**config.mk**
```make
export PLATFORM = sky130hd
export DESIGN_NAME = direct_mapped_cache_tag_lookup
export DESIGN_NICKNAME = d
export VERILOG_FILES = /design/src/rtl/dmc_pkg.sv /design/src/rtl/dmc_ram.sv /design/src/rtl/dmc_ctrl.sv /design/src/rtl/dmc_datapath.sv /design/src/rtl/direct_mapped_cache_tag_lookup.sv
export SDC_FILE = /design/constraint.sdc
export NUM_CORES = 2
export LEC_CHECK = 0
export BUFFER_PORTS_ARGS = -buffer_cell sky130_fd_sc_hd__buf_4
export CAP_MARGIN = 20
export CORE_ASPECT_RATIO = 0.5
export CORE_MARGIN = 5
export CORE_UTILIZATION = 35
export DETAILED_ROUTE_END_ITERATION = 6
export PLACE_DENSITY = 0.51
export SYNTH_ARGS = -nofsm -noshare
export SYNTH_HDL_FRONTEND = slang
export SYNTH_SLANG_ARGS = --single-unit
export TNS_END_PERCENT = 50
```
**constraint.sdc**
```tcl
create_clock -name clock -period 11.8 [get_ports clock]
set_clock_uncertainty 0.15 [all_clocks]
set_input_delay 2.36 -clock clock [delete_from_list [all_inputs] [get_ports clock]]
set_output_delay 2.36 -clock clock [all_outputs]
set_load 0.02 [all_outputs]
```
**src/rtl/dmc_pkg.sv**
```systemverilog
// ----------------------------------------------------------------------------
// dmc_pkg
// Shared types and constants of the direct-mapped cache tag lookup: address
// split, field widths, controller commands and the packed result beat.
// ----------------------------------------------------------------------------
package dmc_pkg;

   // geometry: 128 lines of 32 bytes
   localparam int ADDR_W      = 32;
   localparam int OFFSET_BITS = 5;
   localparam int LINES       = 128;
   localparam int INDEX_W     = $clog2(LINES);
   localparam int BLOCK_W     = ADDR_W - OFFSET_BITS;
   localparam int TAG_W       = ADDR_W - OFFSET_BITS - INDEX_W;
   localparam int CNT_W       = 32;

   // bit positions inside the address
   localparam int INDEX_LSB = OFFSET_BITS;
   localparam int TAG_LSB   = OFFSET_BITS + INDEX_W;

   // beat widths, padded to whole bytes
   localparam int REQ_W      = ADDR_W;
   localparam int RSP_FIELDS = OFFSET_BITS + BLOCK_W + INDEX_W + TAG_W + 1 + 1
                               + TAG_W + CNT_W + CNT_W;
   localparam int RSP_W      = ((RSP_FIELDS + 7) / 8) * 8;
   localparam int RSP_PAD_W  = RSP_W - RSP_FIELDS;

   // commands from controller to datapath
   typedef struct packed {
      logic load;    // latch address, start tag read
      logic commit;  // resolve lookup, update store, load result register
   } dmc_cmd_type;

   // result beat, last member in the lowest bits
   typedef struct packed {
      logic [RSP_PAD_W-1:0]   pad;
      logic [CNT_W-1:0]       miss_count;
      logic [CNT_W-1:0]       hit_count;
      logic [TAG_W-1:0]       evicted_tag;
      logic                   replacement;
      logic                   miss;
      logic [TAG_W-1:0]       tag_value;
      logic [INDEX_W-1:0]     line_index;
      logic [BLOCK_W-1:0]     block_number;
      logic [OFFSET_BITS-1:0] byte_offset;
   } dmc_rsp_type;

endpackage

```
**src/rtl/dmc_ram.sv**
```systemverilog
// ----------------------------------------------------------------------------
// dmc_ram
// Generic simple dual-port RAM: one write port, one read port with
// registered read data that holds when no read is issued.
// ----------------------------------------------------------------------------
module dmc_ram #(
   parameter int WIDTH = 20,
   parameter int DEPTH = 128
) (
   input  logic                     clock,
   input  logic                     wr_en,
   input  logic [$clog2(DEPTH)-1:0] wr_addr,
   input  logic [WIDTH-1:0]         wr_data,
   input  logic                     rd_en,
   input  logic [$clog2(DEPTH)-1:0] rd_addr,
   output logic [WIDTH-1:0]         rd_data
);

   logic [WIDTH-1:0] mem_ff [DEPTH];
   logic [WIDTH-1:0] rd_data_ff;

   // write port
   always_ff @(posedge clock) begin
      if (wr_en) begin
         mem_ff[wr_addr] <= wr_data;
      end
   end

   // registered read port
   always_ff @(posedge clock) begin
      if (rd_en) begin
         rd_data_ff <= mem_ff[rd_addr];
      end
   end

   assign rd_data = rd_data_ff;

endmodule

```
**src/rtl/dmc_ctrl.sv**
```systemverilog
// ----------------------------------------------------------------------------
// dmc_ctrl
// Lookup sequencer: takes an address beat, waits in LOOKUP for the tag read,
// then commits once the result register is free.
// ----------------------------------------------------------------------------
module dmc_ctrl (
   input  logic                 clock,
   input  logic                 reset,
   input  logic                 req_tvalid,
   output logic                 req_tready,
   output logic                 rsp_tvalid,
   input  logic                 rsp_tready,
   output dmc_pkg::dmc_cmd_type cmd
);

   typedef enum logic {
      IDLE,
      LOOKUP
   } state_type;

   state_type state_ff, state_in;
   logic      rsp_valid_ff, rsp_valid_in;
   logic      slot_free;

   // result register can take a new beat this cycle
   assign slot_free = !rsp_valid_ff || rsp_tready;

   assign req_tready = (state_ff == IDLE);
   assign cmd.load   = req_tvalid && (state_ff == IDLE);
   assign cmd.commit = (state_ff == LOOKUP) && slot_free;
   assign rsp_tvalid = rsp_valid_ff;

   // next state and result valid
   always_comb begin
      state_in     = state_ff;
      rsp_valid_in = rsp_valid_ff;
      if (rsp_tready) begin
         rsp_valid_in = 1'b0;
      end
      case (state_ff)
         IDLE: begin
            if (req_tvalid) begin
               state_in = LOOKUP;
            end
         end
         LOOKUP: begin
            if (slot_free) begin
               state_in     = IDLE;
               rsp_valid_in = 1'b1;
            end
         end
         default: begin
            state_in = IDLE;
         end
      endcase
   end

   always_ff @(posedge clock) begin
      if (reset) begin
         state_ff     <= IDLE;
         rsp_valid_ff <= 1'b0;
      end else begin
         state_ff     <= state_in;
         rsp_valid_ff <= rsp_valid_in;
      end
   end

endmodule

```
**src/rtl/dmc_datapath.sv**
```systemverilog
// ----------------------------------------------------------------------------
// dmc_datapath
// Address split, tag store (RAM plus valid flops), compare, saturating
// hit and miss counters and the result register.
// ----------------------------------------------------------------------------
module dmc_datapath (
   input  logic                        clock,
   input  logic                        reset,
   input  dmc_pkg::dmc_cmd_type        cmd,
   input  logic [dmc_pkg::ADDR_W-1:0]  req_address,
   output dmc_pkg::dmc_rsp_type        rsp
);

   logic [dmc_pkg::ADDR_W-1:0]  addr_ff;
   logic                        valid_rd_ff;
   logic [dmc_pkg::LINES-1:0]   line_valid_ff;
   logic [dmc_pkg::CNT_W-1:0]   hit_cnt_ff, hit_cnt_in;
   logic [dmc_pkg::CNT_W-1:0]   miss_cnt_ff, miss_cnt_in;
   dmc_pkg::dmc_rsp_type        rsp_ff, rsp_in;

   logic [dmc_pkg::INDEX_W-1:0] req_index;
   logic [dmc_pkg::INDEX_W-1:0] cur_index;
   logic [dmc_pkg::TAG_W-1:0]   cur_tag;
   logic [dmc_pkg::TAG_W-1:0]   stored_tag;
   logic                        hit;

   // address split
   assign req_index = req_address[dmc_pkg::INDEX_LSB +: dmc_pkg::INDEX_W];
   assign cur_index = addr_ff[dmc_pkg::INDEX_LSB +: dmc_pkg::INDEX_W];
   assign cur_tag   = addr_ff[dmc_pkg::TAG_LSB +: dmc_pkg::TAG_W];

   // tag store, installed on every miss
   dmc_ram #(
      .WIDTH (dmc_pkg::TAG_W),
      .DEPTH (dmc_pkg::LINES)
   ) u_tag_ram (
      .clock   (clock),
      .wr_en   (cmd.commit && !hit),
      .wr_addr (cur_index),
      .wr_data (cur_tag),
      .rd_en   (cmd.load),
      .rd_addr (req_index),
      .rd_data (stored_tag)
   );

   // tag compare, stored tag only counts on a valid line
   assign hit = valid_rd_ff && (stored_tag == cur_tag);

   // saturating counters and next result
   always_comb begin
      hit_cnt_in  = hit_cnt_ff;
      miss_cnt_in = miss_cnt_ff;
      if (hit) begin
         if (hit_cnt_ff != '1) begin
            hit_cnt_in = hit_cnt_ff + 1'b1;
         end
      end else begin
         if (miss_cnt_ff != '1) begin
            miss_cnt_in = miss_cnt_ff + 1'b1;
         end
      end
      rsp_in              = '0;
      rsp_in.byte_offset  = addr_ff[dmc_pkg::OFFSET_BITS-1:0];
      rsp_in.block_number = addr_ff[dmc_pkg::ADDR_W-1:dmc_pkg::OFFSET_BITS];
      rsp_in.line_index   = cur_index;
      rsp_in.tag_value    = cur_tag;
      rsp_in.miss         = !hit;
      rsp_in.replacement  = valid_rd_ff && !hit;
      rsp_in.evicted_tag  = (valid_rd_ff && !hit) ? stored_tag : '0;
      rsp_in.hit_count    = hit_cnt_in;
      rsp_in.miss_count   = miss_cnt_in;
   end

   // payload registers
   always_ff @(posedge clock) begin
      if (cmd.load) begin
         addr_ff     <= req_address;
         valid_rd_ff <= line_valid_ff[req_index];
      end
      if (cmd.commit) begin
         rsp_ff <= rsp_in;
      end
   end

   // valid bits and counters
   always_ff @(posedge clock) begin
      if (reset) begin
         line_valid_ff <= '0;
         hit_cnt_ff    <= '0;
         miss_cnt_ff   <= '0;
      end else if (cmd.commit) begin
         line_valid_ff[cur_index] <= 1'b1;
         hit_cnt_ff               <= hit_cnt_in;
         miss_cnt_ff              <= miss_cnt_in;
      end
   end

   assign rsp = rsp_ff;

endmodule

```
**src/rtl/direct_mapped_cache_tag_lookup.sv**
```systemverilog
// Flow: the tag RAM is read when an address beat is taken and written when
// the lookup commits; a commit waits until the result register is free, and
// the next address beat is not taken until the current lookup has committed.
// Reset: synchronous; clears all line valid bits and both counters at once,
// so the block takes beats in the first cycle after reset.
// ----------------------------------------------------------------------------
// direct_mapped_cache_tag_lookup
// Tag store of a 4 KB direct-mapped cache (128 lines of 32 bytes): reports
// hit or miss, evictions and saturating hit and miss counts per address.
// ----------------------------------------------------------------------------
module direct_mapped_cache_tag_lookup (
   input  logic                       clock,
   input  logic                       reset,
   // address beat
   input  logic                       req_tvalid,
   output logic                       req_tready,
   input  logic [dmc_pkg::REQ_W-1:0]  req_tdata,  // address[31:0]
   // result beat
   output logic                       rsp_tvalid,
   input  logic                       rsp_tready,
   // byte_offset[4:0], block_number[31:5], line_index[38:32],
   // tag_value[58:39], miss[59], replacement[60], evicted_tag[80:61],
   // hit_count[112:81], miss_count[144:113], zero pad[151:145]
   output logic [dmc_pkg::RSP_W-1:0]  rsp_tdata
);

   dmc_pkg::dmc_cmd_type cmd;
   dmc_pkg::dmc_rsp_type rsp;

   // sequencer
   dmc_ctrl u_ctrl (
      .clock      (clock),
      .reset      (reset),
      .req_tvalid (req_tvalid),
      .req_tready (req_tready),
      .rsp_tvalid (rsp_tvalid),
      .rsp_tready (rsp_tready),
      .cmd        (cmd)
   );

   // lookup datapath
   dmc_datapath u_datapath (
      .clock       (clock),
      .reset       (reset),
      .cmd         (cmd),
      .req_address (req_tdata[dmc_pkg::ADDR_W-1:0]),
      .rsp         (rsp)
   );

   assign rsp_tdata = rsp;

   // a taken beat blocks the input for the following cycle
   assert property (@(posedge clock) disable iff (reset)
      (req_tvalid && req_tready) |=> !req_tready)
      else $error("input taken while a lookup is in flight");

   // a hit needs an earlier miss to have filled the line
   assert property (@(posedge clock) disable iff (reset)
      (rsp_tvalid && !rsp.miss) |-> (rsp.miss_count != '0))
      else $error("hit reported with no prior miss");

   // hits never evict
   assert property (@(posedge clock) disable iff (reset)
      (rsp_tvalid && !rsp.miss) |-> (!rsp.replacement && rsp.evicted_tag == '0))
      else $error("hit reported with an eviction");

   // nothing is offered right after reset
   assert property (@(posedge clock) disable iff (reset)
      $past(reset) |-> !rsp_tvalid)
      else $error("result beat valid after reset");

endmodule
```
## After elaboration in Yosys (flattened, before gate mapping)

Memory sizes are Yosys's and may differ from the RTL's. A register that Yosys moved wholly into a read port is not among the register bits.
Cells that the tools add are included.

- Equal/unequal tests: 3
- Reduce and logical (&&, ||, !) cells: 9
- Order comparisons: 3
- Bitwise logic cells: 2
- Add/subtract/negate cells: 2
- Muxes and demuxes: 16

Operators with widths:

| operator | number |
|---|---|
| $mux W32 | 4 |
| $or A128 B128 Y128 | 1 |
| $add A32 B1 Y32 const B | 2 |
| $ne A32 B32 Y1 const B | 2 |
| $eq A20 B20 Y1 | 1 |
| $lt A7 B8 Y1 const B | 2 |
| $mux W1 | 9 |
| $bmux W1 S7 | 1 |
| $demux W1 S7 | 1 |
| $ge A7 B1 Y1 const B | 1 |
| $logic_and A1 B1 Y1 | 6 |
| $logic_not A1 Y1 | 2 |
| $pmux W1 S2 | 1 |
| $logic_or A1 B1 Y1 | 1 |
| $not A1 Y1 | 1 |

- Word-level logic and storage cells: 52
- Register bits: 372
- Bits in writable memories: 2,560
- Memories: 1

Memory list:

| memory | words | width | read ports | clocked after memory_dff | write ports | line | text |
|---|---|---|---|---|---|---|---|
| u_datapath.u_tag_ram.mem_ff | 128 | 20 | 1 | 1 | 1 | dmc_ram.sv:19 | `logic [WIDTH-1:0] mem_ff [DEPTH];` |

## Logic depth before layout (Yosys ltp)

- Depth in word-level cells: 6
- Depth in mapped cells: 9
- Gate-level depth less buffers: 7

## By module

A second synthesis with hierarchy kept.

- Cell total of the unflattened synthesis: 5,223
- Area total of the unflattened synthesis: 113,091.0 um^2

Modules (own cells, without submodules):

| module | sequential area each (um^2) | cells an instance | area each (um^2) | instances |
|---|---|---|---|---|
| dmc_ram | 77,474.3 | 3,812 | 98,156.6 | 1 |
| dmc_datapath | 8,378.0 | 1,402 | 14,846.7 | 1 |
| dmc_ctrl | 40.0 | 9 | 87.6 | 1 |

## Least setup slack after synthesis

OpenSTA, ideal clock, no wires.

- Kind: input to register
- Start: input port rsp_tready
- End: memory u_datapath.u_tag_ram.mem_ff[104][0], enable pin
- Stages on the path: 8
- Data arrival time: 7,655 ps
- Path buffers: 1
- Path slack: 3,599 ps
- Path through: nand2b_1 nand2_1 inv_1 clkbuf_1 nand2_1 nor2_1 nand3_1 nor2_1

RTL lines:

| what | line | text |
|---|---|---|
| from (decl) | direct_mapped_cache_tag_lookup.sv:20 | `input logic rsp_tready,` |
| to (decl) | dmc_ram.sv:19 |  |

==> flow_metrics.py <==
metrics = {
    "floorplanning": {
        "rows": 147,
        "die_y_um": 411,
        "pin_count": 190,
        "die_w_um": 813,
        "fp.coreArea_um2": 321000,
        "start_util_pct": 35.1,
        "dieArea_um2": 334000,
    },
    "timing": {
        "hold_viol": 0,
        "slew_headroom_pct": 19.1,
        "tightest_slew_ns": 1.20,
        "grt_setup_unrepaired": "false",
        "worst_slack_ns": 5.85,
        "drv_slew": 0,
        "fin_crit_ns": 5.95,
        "finalSetupTns_ns": 0,
        "finalSetupViolations": 0,
        "timing.fmax_mhz": 168,
        "timing.final.crit_share_pct": 50.4,
        "whs_ns": 0.269,
    },
    "detailed_routing": {
        "routed_wl_um": 330000,
        "antenna_left": 0,
        "first_pass_iters": 5,
        "vias": 59714,
        "first_iter_violations": 6558,
        "via_per_inst": 5.49,
        "drc": 0,
        "wl_per_cell_um": 30.3,
    },
    "synth": {
        "synth_top_area_cell": "edfxtp_1",
        "ys_ff_latch": 2925,
        "netlist_area_um2": 113000,
        "synth_area_leaders": "edfxtp_1, mux4_2, mux2i_1",
        "synth_edf_count": 2731,
        "ys_dominant_reg_cell": "edfxtp_1",
        "seq_area_frac_synth_pct": 76.2,
        "async_flop_share_pct": 0,
        "avgSynthCellArea_um2": 18.7,
        "netlist_instances": 6023,
        "synth_top_cells_by_count": "edfxtp_1, mux2i_1, mux4_2, nor2_1, a21oi_1",
        "synth_warnings": 0,
        "yosys.area.top_type_share_pct": 72.7,
        "yosys.cell_types.count": 58,
        "yosysMostFrequentCell": "edfxtp_1",
    },
    "global_route": {
        "gr-total-overflow": 0,
        "globalRouteMet2Util_pct": 30.1,
        "grt_usage_pct": 19.2,
        "grtUsageMet3_pct": 3.24,
        "grt_max_degree": 131,
        "grt_pass1_wl_um": 461000,
        "met1_usage_pct": 28.3,
        "grt-busiest-layer": "met2",
        "antenna_found_initial": 19,
        "grt_pass1_vias": 58136,
    },
    "clock_tree": {
        "clock_sinks": 2925,
        "path_clk_slew_ns": 0.06,
        "clock_latency_ns": 0.88,
        "cts_buffers": 283,
        "cts.repair.resized": 0,
        "cts_setup_buffers": 0,
        "hold_buffers": 0,
        "cts_tree": "built",
        "clockBufferDepth": 4,
        "cts_max_level": 5,
        "root_buffer": "clkbuf_16",
    },
    "layout": {
        "synthToLayoutAreaGrowth_pct": 14.6,
        "nets": 6375,
        "layout-drive-gt1-share_pct": 21.3,
        "utilization_pct": 40.3,
        "final_cells": 10882,
        "final.fill_count": 28664,
    },
    "placement": {
        "dpl.hpwl_um": 187000,
        "gp_congestion": 0.767,
        "dp_cells": 10370,
        "port_buffers": 182,
        "dpl_worst_slack_ns": 4.93,
    },
    "critical_path": {
        "cp_common_cell": "buf_4",
        "crit_type": "in2reg",
        "crit_chain": "buf_8, buf_4, buf_4, mux4_2, o21ai_0, nor3_1, buf_4, or4_1",
        "crit_arrival_ns": 6.40,
        "cp_slowest_stage_delay_ns": 0.72,
        "worst_setup_path_end_kind": "register",
        "cp.required_ns": 12.25,
        "cp-start-kind": "input port",
        "path_max_fanout": 70,
        "slowest_stage": "buf_4",
    },
    "min_path": {
        "hp-class": "reg2reg",
    },
    "run": {
        "drv_cap": 0,
    },
    "pwr": {
        "leakagePower_uw": 0.0411,
        "worst_ir_drop_vdd_mv": 0.112,
        "power.density_nw_per_um2": 166,
    },
    "status": {
        "status": "finished clean",
    },
}
==> state kept, by name (all words and copies together), names as in the netlist, 20 cells and up <==
name,cells
u_datapath.u_tag_ram.rd_data,20
u_datapath.rsp,118
u_datapath.hit_cnt_ff,32
u_datapath.miss_cnt_ff,32
u_datapath.line_valid_ff,128
u_datapath.addr_ff,32
u_datapath.u_tag_ram.mem_ff,2560
==> final cells by class <==
cell class	instances	area [µm²]	area share (%)
antenna	13	32.5	0.0252
clock buffer	352	7580	5.87
clock inverter	144	1250	0.967
inverter	8	35.0	0.0271
multi-input combinational	2705	25800	19.9
sequential	2925	85900	66.5
tap	4321	5410	4.18
timing repair buffer	414	3300	2.55
==> critical path, delay by kind of cell <==
| kind | cells | cell delay [ns] |
|---|---|---|
| compound gates | 1 | 0.58 |
| buf+inv | 4 | 2.18 |
| mux | 1 | 0.39 |
| simple gates | 2 | 0.69 |
==> stage by stage <==
step	instance area [µm²]	total power [µW]
6_report	129000	21500
3_5_place_dp	120000	12800
3_3_place_gp	120000	12800
2_1_floorplan	113000	12300
4_1_cts	129000	21700
5_1_grt	129000	22200
==> final timing paths <==
kind,from,to,slack [ns],depth (start not counted)
max,req_tdata[6],u_datapath.u_tag_ram.rd_data[11],5.85,8
min reg2reg,u_datapath.addr_ff[2],u_datapath.rsp[2],0.27,0
max reg2reg,u_datapath.addr_ff[27],u_datapath.u_tag_ram.mem_ff[24][10],6.00,13
min,u_datapath.addr_ff[2],u_datapath.rsp[2],0.27,0
==> cells in the final DEF (no fill, tap or decap), types with 81 or more instances in the layout <==
cell	count
edfxtp_1	2731
mux2i_1	504
mux4_2	420
buf_4	391
clkbuf_16	292
a21oi_1	263
nor2_1	194
dfxtp_1	194
nand2_1	135
nand4_1	115
nor3_1	110
a22o_1	84
a22oi_1	84
nor2_2	81
==> cells by family after synthesis <==
logic type | count (synthesis) | synth area share, %
adder cells (fa/ha/maj) | 2 | 0.0222
AND/OR/NAND/NOR | 955 | 4.21
buffers and inverters | 399 | 1.65
other | 1 | 0.00333
AO/OA/AOI/OAI | 721 | 4.30
multiplexers | 937 | 13.0
flip-flops | 2925 | 76.2
XOR/XNOR | 83 | 0.645
==> per-layer routing <==
metal  wire length [µm]  up-vias  part of all wire (%)
met5                  0        -                     0
met4               7400        0                   2.2
met3              20700      432                   6.3
met2             152000     1941                    46
met1             150000    32213                    45
li1                   -    25128                     -
==> where the power goes <==
part	switching (µW)	total (µW)	leakage (µW)	internal [µW]
Clock	3960	8950	0.00430	4990
Sequential	60.6	11500	0.0262	11400
Combinational	766	1090	0.0106	326
Total	4780	21500	0.0411	16700
(Power assumes the default switching activity.)
